<file path="config.mk">
export PLATFORM = sky130hd
export DESIGN_NAME = decimal_accumulator_machine
export DESIGN_NICKNAME = d
export VERILOG_FILES = /design/src/rtl/core/dam_pkg.sv /design/src/rtl/core/decimal_accumulator_machine.sv /design/src/rtl/core/dam_ram.sv /design/src/rtl/core/dam_div.sv
export SDC_FILE = /design/constraint.sdc
export NUM_CORES = 2
export LEC_CHECK = 0
export BUFFER_PORTS_ARGS = -buffer_cell sky130_fd_sc_hd__buf_2
export CAP_MARGIN = 25
export CORE_MARGIN = 10
export CORE_UTILIZATION = 35
export CTS_CLUSTER_SIZE = 24
export DETAILED_ROUTE_END_ITERATION = 16
export PLACE_DENSITY = 0.46
export SYNTH_ARGS = -nofsm -noshare
export SYNTH_HDL_FRONTEND = slang
export SYNTH_SLANG_ARGS = --single-unit
</file>
<file path="constraint.sdc">
create_clock -name clk -period 11 [get_ports clk]
set_input_delay 3.3 -clock clk [delete_from_list [all_inputs] [get_ports clk]]
set_output_delay 3.3 -clock clk [all_outputs]
set_load 0.01 [all_outputs]
</file>
<file path="src/rtl/core/dam_pkg.sv">
`timescale 1ns / 1ps
// ---------------------------------------------------------------------------
// Decimal accumulator machine package
// Shared payload types, status codes, opcodes and controller states.
// ---------------------------------------------------------------------------
package dam_pkg;

	localparam int WORD_W = 32;
	localparam int ADDR_W = 7;

	typedef struct packed {
		logic               operation;
		logic [ADDR_W-1:0]  address;
		logic signed [31:0] value;
	} dam_in_t;

	typedef struct packed {
		logic [3:0]         status;
		logic [ADDR_W-1:0]  out_address;
		logic signed [31:0] out_value;
		logic [ADDR_W-1:0]  program_counter;
		logic signed [31:0] accumulator;
	} dam_out_t;

	localparam logic [3:0] ST_OK       = 4'd0;
	localparam logic [3:0] ST_WROTE    = 4'd1;
	localparam logic [3:0] ST_HALT     = 4'd2;
	localparam logic [3:0] ST_PAST_END = 4'd3;
	localparam logic [3:0] ST_BAD_IN   = 4'd4;
	localparam logic [3:0] ST_BAD_OP   = 4'd5;
	localparam logic [3:0] ST_DIV_ZERO = 4'd6;
	localparam logic [3:0] ST_LOAD_REJ = 4'd7;
	localparam logic [3:0] ST_STOPPED  = 4'd8;

	// Opcode given to any word outside 0..4399; words 0..99 also decode to it.
	localparam logic [6:0] OP_NONE  = 7'd0;
	localparam logic [6:0] OP_READ  = 7'd10;
	localparam logic [6:0] OP_WRITE = 7'd11;
	localparam logic [6:0] OP_LOAD  = 7'd20;
	localparam logic [6:0] OP_STORE = 7'd21;
	localparam logic [6:0] OP_ADD   = 7'd30;
	localparam logic [6:0] OP_SUB   = 7'd31;
	localparam logic [6:0] OP_DIV   = 7'd32;
	localparam logic [6:0] OP_MUL   = 7'd33;
	localparam logic [6:0] OP_BR    = 7'd40;
	localparam logic [6:0] OP_BRNEG = 7'd41;
	localparam logic [6:0] OP_BRZ   = 7'd42;
	localparam logic [6:0] OP_HALT  = 7'd43;

	localparam logic signed [31:0] WORD_MAX = 32'sd9999;
	localparam logic signed [31:0] WORD_MIN = -32'sd9999;

	typedef enum logic [3:0] {
		S_CLEAR, S_IDLE, S_FETCH, S_SPLIT, S_OPER, S_EXEC,
		S_MUL, S_DIV, S_RESP
	} dam_state_t;

	// Divider handshake.
	typedef struct packed {
		logic        start;
		logic [31:0] dividend;
		logic [31:0] divisor;
	} dam_div_req_t;

	// Range check for program and keyboard words.
	function automatic logic in_range(input logic signed [31:0] v);
		in_range = (v <= WORD_MAX) && (v >= WORD_MIN);
	endfunction

endpackage

</file>
<file path="src/rtl/core/decimal_accumulator_machine.sv">
`timescale 1ns / 1ps
// ---------------------------------------------------------------------------
// Decimal accumulator machine
// Program memory, fetch and execute sequencer with a bit-serial divider.
// ---------------------------------------------------------------------------
// The 100 program words live in a single-port RAM with registered read.
// After reset a clearing pass writes zero to every word, during which no item
// is taken. One item is handled at a time. The result register is loaded as
// a load, or a step that is stopped or past the end, leaves S_FETCH; as any
// other step leaves S_EXEC after fetch, split and operand read; as a multiply
// leaves S_MUL; and as a divide leaves S_DIV, where it waits for the divider.
// in_ready stays low while an item is in work and while its result waits, so
// the next is accepted at the earliest on the edge after the result transfers.
// ---------------------------------------------------------------------------
module decimal_accumulator_machine #(
	parameter int MEM_WORDS = 100
) (
	input  logic              clk,
	input  logic              arst_n,
	input  logic              in_valid,
	output logic              in_ready,
	input  dam_pkg::dam_in_t  in_data,
	output logic              out_valid,
	input  logic              out_ready,
	output dam_pkg::dam_out_t out_data
);
	import dam_pkg::*;

	localparam int AW = $clog2(MEM_WORDS);

	dam_state_t state_q, state_d;
	dam_in_t    item_q;
	logic [6:0]  pc_q;
	logic [31:0] acc_q;
	logic        stop_q;
	logic [AW-1:0] idx_q;
	logic [6:0]  opc_q;
	logic [31:0] mulp_q;
	logic [AW:0] clr_q;
	dam_out_t    res_q;
	logic        res_v_q;

	logic          ram_we;
	logic [AW-1:0] ram_addr;
	logic [31:0]   ram_wdata, ram_rdata;
	dam_div_req_t  dreq;
	logic          ddone;
	logic [31:0]   dquo;

	dam_ram #(.WIDTH(32), .DEPTH(MEM_WORDS)) u_ram (
		.clk(clk), .we(ram_we), .addr(ram_addr), .wdata(ram_wdata), .rdata(ram_rdata)
	);
	dam_div u_div (.clk(clk), .arst_n(arst_n), .req(dreq), .done(ddone), .quotient(dquo));

	// Only words 0..4399 can hold a defined opcode; any other word decodes as
	// an unknown opcode. In that range x / 100 equals (x * 5243) >> 19.
	logic signed [31:0] w;
	logic        dec_ok;
	logic [12:0] wlow;
	logic [25:0] qprod;
	logic [6:0]  dec_opc;
	logic [6:0]  dec_rem;
	assign w       = ram_rdata;
	assign dec_ok  = (w >= 32'sd0) && (w < 32'sd4400);
	assign wlow    = w[12:0];
	assign qprod   = {13'd0, wlow} * 26'd5243;
	assign dec_opc = qprod[25:19];
	assign dec_rem = 7'(wlow - {6'd0, dec_opc} * 13'd100);

	logic ld_ok, kb_ok, res_free, fire;
	assign ld_ok    = in_range(item_q.value) && (item_q.address < 7'(MEM_WORDS));
	assign kb_ok    = in_range(item_q.value);
	assign res_free = !res_v_q || out_ready;
	assign in_ready = (state_q == S_IDLE);

	dam_out_t   res_d;
	logic       fire_d;
	logic [6:0] pc_d;
	logic [31:0] acc_d;
	logic        stop_d;

	always_ff @(posedge clk or negedge arst_n) begin
		if (!arst_n) begin
			state_q <= S_CLEAR;
			clr_q   <= '0;
			pc_q    <= '0;
			acc_q   <= '0;
			stop_q  <= 1'b0;
			res_v_q <= 1'b0;
		end else begin
			state_q <= state_d;
			if (state_q == S_CLEAR) begin
				clr_q <= clr_q + 1'b1;
			end
			pc_q   <= pc_d;
			acc_q  <= acc_d;
			stop_q <= stop_d;
			if (fire_d) begin
				res_v_q <= 1'b1;
			end else if (out_ready) begin
				res_v_q <= 1'b0;
			end
		end
	end

	always_ff @(posedge clk) begin
		if (in_valid && in_ready) begin
			item_q <= in_data;
		end
		if (state_q == S_SPLIT) begin
			if (dec_ok) begin
				opc_q <= dec_opc;
				idx_q <= (dec_rem < 7'(MEM_WORDS)) ? AW'(dec_rem) : '0;
			end else begin
				opc_q <= OP_NONE;
				idx_q <= '0;
			end
		end
		if (state_q == S_EXEC) begin
			mulp_q <= 32'(acc_q * ram_rdata);
		end
		if (fire_d) begin
			res_q <= res_d;
		end
	end
	assign fire = fire_d;

	always_comb begin
		state_d   = state_q;
		ram_we    = 1'b0;
		ram_addr  = idx_q;
		ram_wdata = acc_q;
		dreq      = '{start: 1'b0, dividend: acc_q, divisor: ram_rdata};
		fire_d    = 1'b0;
		pc_d      = pc_q;
		acc_d     = acc_q;
		stop_d    = stop_q;
		res_d     = '{status: ST_OK, out_address: '0, out_value: '0,
			program_counter: pc_q, accumulator: acc_q};
		case (state_q)
			S_CLEAR: begin
				ram_we    = 1'b1;
				ram_addr  = clr_q[AW-1:0];
				ram_wdata = '0;
				if (clr_q == (AW+1)'(MEM_WORDS - 1)) begin
					state_d = S_IDLE;
				end
			end
			S_IDLE: begin
				if (in_valid) begin
					state_d = S_FETCH;
				end
			end
			S_FETCH: begin
				ram_addr = AW'(pc_q);
				if (!item_q.operation) begin
					if (ld_ok) begin
						ram_we    = 1'b1;
						ram_addr  = AW'(item_q.address);
						ram_wdata = item_q.value;
					end else begin
						res_d.status = ST_LOAD_REJ;
					end
					state_d = S_RESP;
				end else if (stop_q) begin
					res_d.status = ST_STOPPED;
					state_d = S_RESP;
				end else if (pc_q >= 7'(MEM_WORDS)) begin
					stop_d = 1'b1;
					res_d.status = ST_PAST_END;
					res_d.program_counter = pc_q;
					state_d = S_RESP;
				end else begin
					pc_d    = pc_q + 7'd1;
					state_d = S_SPLIT;
				end
			end
			S_SPLIT: state_d = S_OPER;
			S_OPER: state_d = S_EXEC;
			S_EXEC: begin
				state_d = S_RESP;
				case (opc_q)
					OP_READ: begin
						if (kb_ok) begin
							ram_we    = 1'b1;
							ram_wdata = item_q.value;
						end else begin
							stop_d = 1'b1;
							res_d.status = ST_BAD_IN;
						end
					end
					OP_WRITE: begin
						res_d.status      = ST_WROTE;
						res_d.out_address = 7'(idx_q);
						res_d.out_value   = ram_rdata;
					end
					OP_LOAD:  acc_d = ram_rdata;
					OP_STORE: ram_we = 1'b1;
					OP_ADD:   acc_d = acc_q + ram_rdata;
					OP_SUB:   acc_d = acc_q - ram_rdata;
					OP_MUL:   state_d = S_MUL;
					OP_DIV: begin
						if (ram_rdata == 32'd0) begin
							stop_d = 1'b1;
							res_d.status = ST_DIV_ZERO;
						end else begin
							dreq.start = 1'b1;
							state_d    = S_DIV;
						end
					end
					OP_BR:    pc_d = 7'(idx_q);
					OP_BRNEG: if (acc_q[31]) pc_d = 7'(idx_q);
					OP_BRZ:   if (acc_q == 32'd0) pc_d = 7'(idx_q);
					OP_HALT: begin
						stop_d = 1'b1;
						res_d.status = ST_HALT;
					end
					default: begin
						stop_d = 1'b1;
						res_d.status = ST_BAD_OP;
					end
				endcase
				res_d.program_counter = pc_d;
				res_d.accumulator     = acc_d;
			end
			S_MUL: begin
				acc_d   = mulp_q;
				res_d.accumulator = mulp_q;
				state_d = S_RESP;
			end
			S_DIV: begin
				if (ddone) begin
					acc_d   = dquo;
					res_d.accumulator = dquo;
					state_d = S_RESP;
				end
			end
			S_RESP: begin
				if (res_free) begin
					state_d = S_IDLE;
				end
			end
			default: state_d = S_IDLE;
		endcase
		// The result of an item transfers into the output register on entry to S_RESP.
		if (state_q != S_RESP && state_d == S_RESP) begin
			fire_d = 1'b1;
		end
	end

	assign out_valid = res_v_q;
	assign out_data  = res_q;

	// Output register must never be overwritten while a result waits.
	assert property (@(posedge clk) disable iff (!arst_n)
		fire |-> !res_v_q) else $error("result overwritten");
	assert property (@(posedge clk) disable iff (!arst_n)
		(out_valid && !out_ready) |=> (out_valid && $stable(out_data)))
		else $error("result dropped");
	assert property (@(posedge clk) disable iff (!arst_n)
		(state_q == S_CLEAR) |-> !in_ready) else $error("accept during clear");
	assert property (@(posedge clk) disable iff (!arst_n)
		pc_q <= 7'(MEM_WORDS)) else $error("counter out of range");
endmodule

</file>
<file path="src/rtl/core/dam_ram.sv">
`timescale 1ns / 1ps
// ---------------------------------------------------------------------------
// Generic single-port RAM
// One access per cycle; a write also reads the old word; read data is registered.
// ---------------------------------------------------------------------------
module dam_ram #(
	parameter int WIDTH = 32,
	parameter int DEPTH = 100
) (
	input  logic                     clk,
	input  logic                     we,
	input  logic [$clog2(DEPTH)-1:0] addr,
	input  logic [WIDTH-1:0]         wdata,
	output logic [WIDTH-1:0]         rdata
);
	logic [WIDTH-1:0] mem [DEPTH];

	always_ff @(posedge clk) begin
		if (we) begin
			mem[addr] <= wdata;
		end
		rdata <= mem[addr];
	end
endmodule

</file>
<file path="src/rtl/core/dam_div.sv">
`timescale 1ns / 1ps
// ---------------------------------------------------------------------------
// Signed divider
// Restoring divider, one quotient bit per cycle, truncating toward zero.
// ---------------------------------------------------------------------------
module dam_div (
	input  logic                  clk,
	input  logic                  arst_n,
	input  dam_pkg::dam_div_req_t req,
	output logic                  done,
	output logic [31:0]           quotient
);
	import dam_pkg::*;

	logic [31:0] rem_q, quo_q, dvs_q;
	logic [5:0]  cnt_q;
	logic        busy_q, neg_q, done_q;
	logic [32:0] trial;
	logic [32:0] shifted;

	assign shifted = {rem_q, quo_q[31]};
	assign trial   = shifted - {1'b0, dvs_q};

	always_ff @(posedge clk or negedge arst_n) begin
		if (!arst_n) begin
			busy_q <= 1'b0;
			done_q <= 1'b0;
			cnt_q  <= '0;
		end else begin
			done_q <= 1'b0;
			if (req.start) begin
				busy_q <= 1'b1;
				cnt_q  <= 6'd32;
			end else if (busy_q) begin
				cnt_q <= cnt_q - 6'd1;
				if (cnt_q == 6'd1) begin
					busy_q <= 1'b0;
					done_q <= 1'b1;
				end
			end
		end
	end

	always_ff @(posedge clk) begin
		if (req.start) begin
			rem_q <= '0;
			quo_q <= req.dividend[31] ? (~req.dividend + 32'd1) : req.dividend;
			dvs_q <= req.divisor[31] ? (~req.divisor + 32'd1) : req.divisor;
			neg_q <= req.dividend[31] ^ req.divisor[31];
		end else if (busy_q) begin
			if (!trial[32]) begin
				rem_q <= trial[31:0];
				quo_q <= {quo_q[30:0], 1'b1};
			end else begin
				rem_q <= shifted[31:0];
				quo_q <= {quo_q[30:0], 1'b0};
			end
		end
	end

	assign done     = done_q;
	assign quotient = neg_q ? (~quo_q + 32'd1) : quo_q;
endmodule

</file>
Yosys cells after proc, flatten, opt, wreduce, memory -nomap -nowiden. Memory sizes are Yosys's and may differ from the RTL's. A register that Yosys moved wholly into a read port is not among the register bits. Cells that the tools add are included.

Output and inout bits: 84. Input bits: 44. Memory bits (writable): 3200. Logic and storage cells: 171. Flip-flop bits (word level): 326. Memories kept: 1.

Mux-type cells: 72. Add/subtract/negate cells: 10. Bitwise operators: 4. Multiply operators: 3. Reductions and logical operators: 19. Eq/ne operators: 30. Order comparisons: 7.

Memory list: u_ram.mem (depth 100, width 32, read ports 1, clocked after memory_dff 1, wr ports 1, RTL line dam_ram.sv:16) `logic [WIDTH-1:0] mem [DEPTH];`.

Operators by type and width (count): two-way mux 32 bit (10); case mux 32 bit (3 select lines) (3); adder 32 x 1 -> 32 bit (second input constant) (3); inverter 32 bit (3); logical NOT 32 bit (2); two-way mux 7 bit (8); equality test 7 x 6 -> 1 bit (second input constant) (6); two-way mux 4 bit (10); case mux 4 bit (9 select lines) (1); subtractor 33 x 32 -> 33 bit (1); adder 32 bit (1); >= comparator 32 x 1 -> 1 bit (second input constant) (1); >= comparator 32 x 15 -> 1 bit (second input constant) (1); less-or-equal comparator 32 x 15 -> 1 bit (second input constant) (1); < comparator 32 x 14 -> 1 bit (second input constant) (1); multiplier 32 x 32 -> 32 bit (1); subtractor 32 bit (1); two-way mux 31 bit (1); equality test 7 x 5 -> 1 bit (second input constant) (4); case mux 7 bit (2 select lines) (2); multiplier 13 x 13 -> 26 bit (second input constant) (1); two-way mux 1 bit (23); case mux 7 bit (3 select lines) (1); case mux 4 bit (5 select lines) (1); 34 further kinds (58).

Depth between registers and ports, before layout.
Depth after elaboration: 9. Depth in mapped cells: 29. Gate-level depth less buffers: 28.

Cells and area by module. A second synthesis with hierarchy kept.

Cells, all modules: 11138. Area total of the unflattened synthesis: 161904.0 um^2.

Modules (own cells, without submodules): dam_ram (instances 1, cells each 7033, area an instance 123270.7 um^2, sequential area each 96732.8 um^2); decimal_accumulator_machine (instances 1, cells each 3239, area an instance 30898.4 um^2, sequential area each 6371.1 um^2); dam_div (instances 1, cells each 866, area an instance 7734.9 um^2, sequential area each 2792.7 um^2).

Worst setup path before layout. OpenSTA, ideal clock, no wires.

Kind: input to register. Start point: in out_ready. End point: reg res_q (netlist bit out_data[0]) (enable). Required time: 10.357 ns. Path buffers: 0. Arrival: 10.223 ns. Setup slack: 0.134 ns. Cell stages on the path: 7. Setup time: 0.643 ns. Path through: inv_1 nand3_1 o22a_1 o22ai_1 o21ai_0 or3_1 nor3b_1.

Cells in the longest elaborated chain, start to end: 6.

RTL lines: start, declared (RTL line decimal_accumulator_machine.sv:24) `input logic out_ready,`; logical OR 1 bit (RTL line decimal_accumulator_machine.sv:73) `assign res_free = !res_v_q || out_ready;`; two-way mux 4 bit (RTL line decimal_accumulator_machine.sv:239) `if (res_free) begin`; case mux 4 bit (9 select lines) (RTL line decimal_accumulator_machine.sv:140) `case (state_q)`; via state_d[0] (RTL line decimal_accumulator_machine.sv:31) `dam_state_t state_q, state_d;`; equality test 4 bit (RTL line decimal_accumulator_machine.sv:246) `if (state_q != S_RESP && state_d == S_RESP) begin`; logical AND 1 bit (RTL line decimal_accumulator_machine.sv:246); two-way mux 1 bit (RTL line decimal_accumulator_machine.sv:246); via fire (RTL line decimal_accumulator_machine.sv:70) `logic ld_ok, kb_ok, res_free, fire;`; end signal, assigned (RTL line decimal_accumulator_machine.sv:123) `res_q <= res_d;`; end, declared (RTL line decimal_accumulator_machine.sv:40) `dam_out_t res_q;`.

The timed path passes the listed nets, and every way through them passes these cells. A chain may end at the register's enable or synchronous reset.

Final worst setup path.
Start point: reg u_ram.rdata[6] (read register of u_ram.mem). End point: reg idx_q[5] (data pin).

Cells in the longest elaborated chain, start to end: 5. Elaborated cells between the ends (all ways): 8. Classes of those cells: add/sub: 1; mul: 2; order compare: 3; reduce/logical: 2.

RTL lines: start, declared (RTL line dam_ram.sv:14) `output logic [WIDTH-1:0] rdata`; multiplier 13 x 13 -> 26 bit * (RTL line decimal_accumulator_machine.sv:66) `assign qprod = {13'd0, wlow} * 26'd5243;`; via qprod[22] (RTL line decimal_accumulator_machine.sv:60) `logic [25:0] qprod;`; multiplier 7 x 5 -> 5 bit * (RTL line decimal_accumulator_machine.sv:68) `assign dec_rem = 7'(wlow - {6'd0, dec_opc} * 13'd100);`; subtractor 7 bit * (RTL line decimal_accumulator_machine.sv:68); < comparator 7 bit (RTL line decimal_accumulator_machine.sv:113) `idx_q <= (dec_rem < 7'(MEM_WORDS)) ? AW'(dec_rem) : '0;`; AND reduction 2 bit (no source line); end signal, assigned (RTL line decimal_accumulator_machine.sv:113); end, declared (RTL line decimal_accumulator_machine.sv:36) `logic [AW-1:0] idx_q;`.

The timed path passes the listed nets; every way through them passes the cells marked *.

==> run metrics <==
Cell variety after synth 87; CTS H-tree lvls 5; Setup Fix Bufs, Post-CTS 0; layout cells sized above 1 12.29%; RSZ-0062 raised after global routing no; cells after synthesis 11670; Syn Std Cell Area 0.1599 sq mm; register area share after synthesis 66.22%; top post-synthesis cells by area edfxtp_1, fa_1, nand2_1; Critical Path AT 9.24 ns; total congestion overflow 0; Yosys top cell area share 64.46%; clk_lat worst skew 1.01 ns; CORE AREA 0.4558 sq mm; clock slew at reported path FFs 0.06 ns; Iteration-0 DRC Markers 16540; FF-to-FF setup slack 2.47 ns; crit path max fanout 12; hold-fix buffers at CTS 0; Synth area leader edfxtp_1; Worst Hold Class reg2reg; syn avg cell area 13.70 sq um; critical path class reg2reg; Clock Sinks 3558; Post-Route WL 684600 um; WHS 0.4803 ns; vias 109400; first-pass GRT wire length 920300 um; final count of hold timing violations 0; total track usage 27.35%; die width 696.0 um; Synth Flop Type edfxtp_1; r2r worst-path depth 27; Max-slew headroom 7.667%; status finished clean; RePlAce Congestion 0.9152; Routed Antenna Nets 0; reg2reg start u_ram.rdata[6]; setup TNS 0 ns; drt first pass iters 6; FP Rows 248; die area 0.4844 sq mm; root buffer cell clkbuf_16; EDFF count, synth 3433; # setup viols final 0; clk_skew 0.06641 ns; Hold Path Origin clr_q[7]; DIE HEIGHT 696.0 um; fmax 0.1172 GHz; fin crit share 77.54%; Req. time, crit path 11.71 ns; final number of max-transition violations 0; capture point of the critical path idx_q[5]; initial antenna violation count 89; DRC Markers 0; crit path setup slack, layout 2.470 ns; Avg WL per Cell 37.32 um; P&R area growth vs syn 14.60%; max-cap violation count 0; Ports 128; asr flop ratio synth 1.714%; Yosys reg bits 3558; Tmin final 8.530 ns; Max Buffers Root-to-Sink 4; vias in the first global route 104600; Initial Util 35.08%; total CTS buffers 388; post-synth net total 12490; Worst Setup Start Kind flip-flop; Slew @ Worst Pin 1.384 ns; worst setup path startpoint u_ram.rdata[6]; vias per cell 5.964; largest net degree at the start of global routing 95; DP Worst Slack 2.516 ns; synth warn 0; Reg-to-Reg End idx_q[5]; nets@finish 12810; CTS tree built; DP Wirelength 427400 um; # port buffers 127; post-cts resize count 0; CP endpoint kind flip-flop
placed cells by master (no fill, tap or decap), types with 115 or more instances in the layout:
cell	count
clkbuf_16	392
buf_2	128
nand3_1	164
and2_1	313
nor2_1	230
nand2_1	1654
a211oi_1	180
edfxtp_1	3433
ha_1	306
inv_1	544
a221oi_1	263
xnor2_1	180
a21oi_1	769
fa_1	468
o21ai_0	393
buf_4	486
nor2_4	115
mux2i_1	136
a22oi_1	348
worst min-delay path by stage:
stage / to / slack, ns / depth (start not counted)
6_report: clr_q[7] / 0.48 / 1
5_1_grt: clr_q[7] / 0.49 / 1
4_1_cts: clr_q[7] / 0.48 / 1
3_5_place_dp: clr_q[7] / 0.47 / 1
3_3_place_gp: clr_q[7] / 0.47 / 1
2_1_floorplan: clr_q[7] / 0.45 / 1
routing by layer:
layer	part of all wire (%)	routed length (um)	vias up	GRT usage, %
met5	0.013	92	-	0
met2	45	306200	6617	42.42
li1	-	-	44300	-
met1	39	269100	57150	36.45
met3	9.6	65820	1318	5.210
met4	6.3	43460	16	14.52
per-stage QoR:
stage                     std cells  utilization (%)  instance area [sq um]
after floorplan               11670                -                 159900
after global placement        17560            37.41                 170500
after detailed placement      17590            37.50                 170900
after CTS                     18300            40.16                 183100
after global routing          18310            40.19                 183200
final                         18340            40.21                 183300
layout make-up:
cell class | count | area, sq um
Fill cell | 42220 | 272600
Sequential cell | 3558 | 105900
Multi-Input combinational cell | 6818 | 50100
Clock buffer | 501 | 10320
Tap cell | 6000 | 7507
Timing Repair Buffer | 675 | 5477
Inverter | 550 | 2064
Clock inverter | 202 | 1797
Antenna cell | 40 | 100.1
worst max-delay path, stage by stage (launching register included):
cell and delay (ns):
dfxtp_1 0.77, clkinv_1 0.72, fa_1 0.74, inv_1 0.05
ha_1 0.19, fa_1 0.46, fa_1 0.55, inv_1 0.06
fa_1 0.36, inv_1 0.09, ha_1 0.26, a2111o_1 0.45
o2111ai_1 0.18, o21ai_0 0.11, a31oi_1 0.42, o21ai_0 0.29
a21oi_1 0.27, o21bai_1 0.10, xor2_1 0.16, ha_1 0.29
inv_1 0.05, ha_1 0.30, a21oi_1 0.20, xnor2_1 0.15
xnor3_1 0.25, xnor2_1 0.15, o21ai_0 0.52, nor2_1 0.11
Yosys cell counts, types with 100 or more instances:
cell type,count
a211oi_1,181
nand2_1,1690
nor2_1,347
a21oi_1,769
a22oi_1,348
edfxtp_1,3433
xor2_1,100
inv_1,545
and2_1,315
o21ai_0,401
fa_1,468
clkbuf_1,327
nand3_1,167
mux2i_1,136
xnor2_1,180
ha_1,306
a221oi_1,271
buf_2,333
sequential cells by signal, summed over array words and instances (netlist names):
name / cells
idx_q: 7
out_valid: 1
acc_q: 32
u_div.rem_q: 32
out_data: 82
stop_q: 1
u_div.cnt_q: 6
u_ram.mem: 3200
u_div.busy_q: 1
u_div.quo_q: 32
u_ram.rdata: 32
u_div.neg_q: 1
u_div.done: 1
mulp_q: 32
item_q: 40
pc_q: 7
state_q: 4
u_div.dvs_q: 32
clr_q: 8
opc_q: 7
cells by family (layout without fill, tap and decap cells):
| family | count (synthesis) | in the layout | share of synthesized area, % |
|---|---|---|---|
| simple gates | 2832 | 2832 | 7.780 |
| compound gates | 2724 | 2724 | 11.48 |
| flops | 3558 | 3558 | 66.22 |
| fa+ha+maj | 774 | 774 | 8.253 |
| other cells | 0 | 40 | 0 |
| buf+inv | 1296 | 1928 | 3.373 |
| mux | 207 | 207 | 1.351 |
| xor+xnor | 281 | 281 | 1.548 |
Power is left out: the tool's default activity adds up to more than one toggle a clock period on the data nets, which glitch-free logic cannot reach.
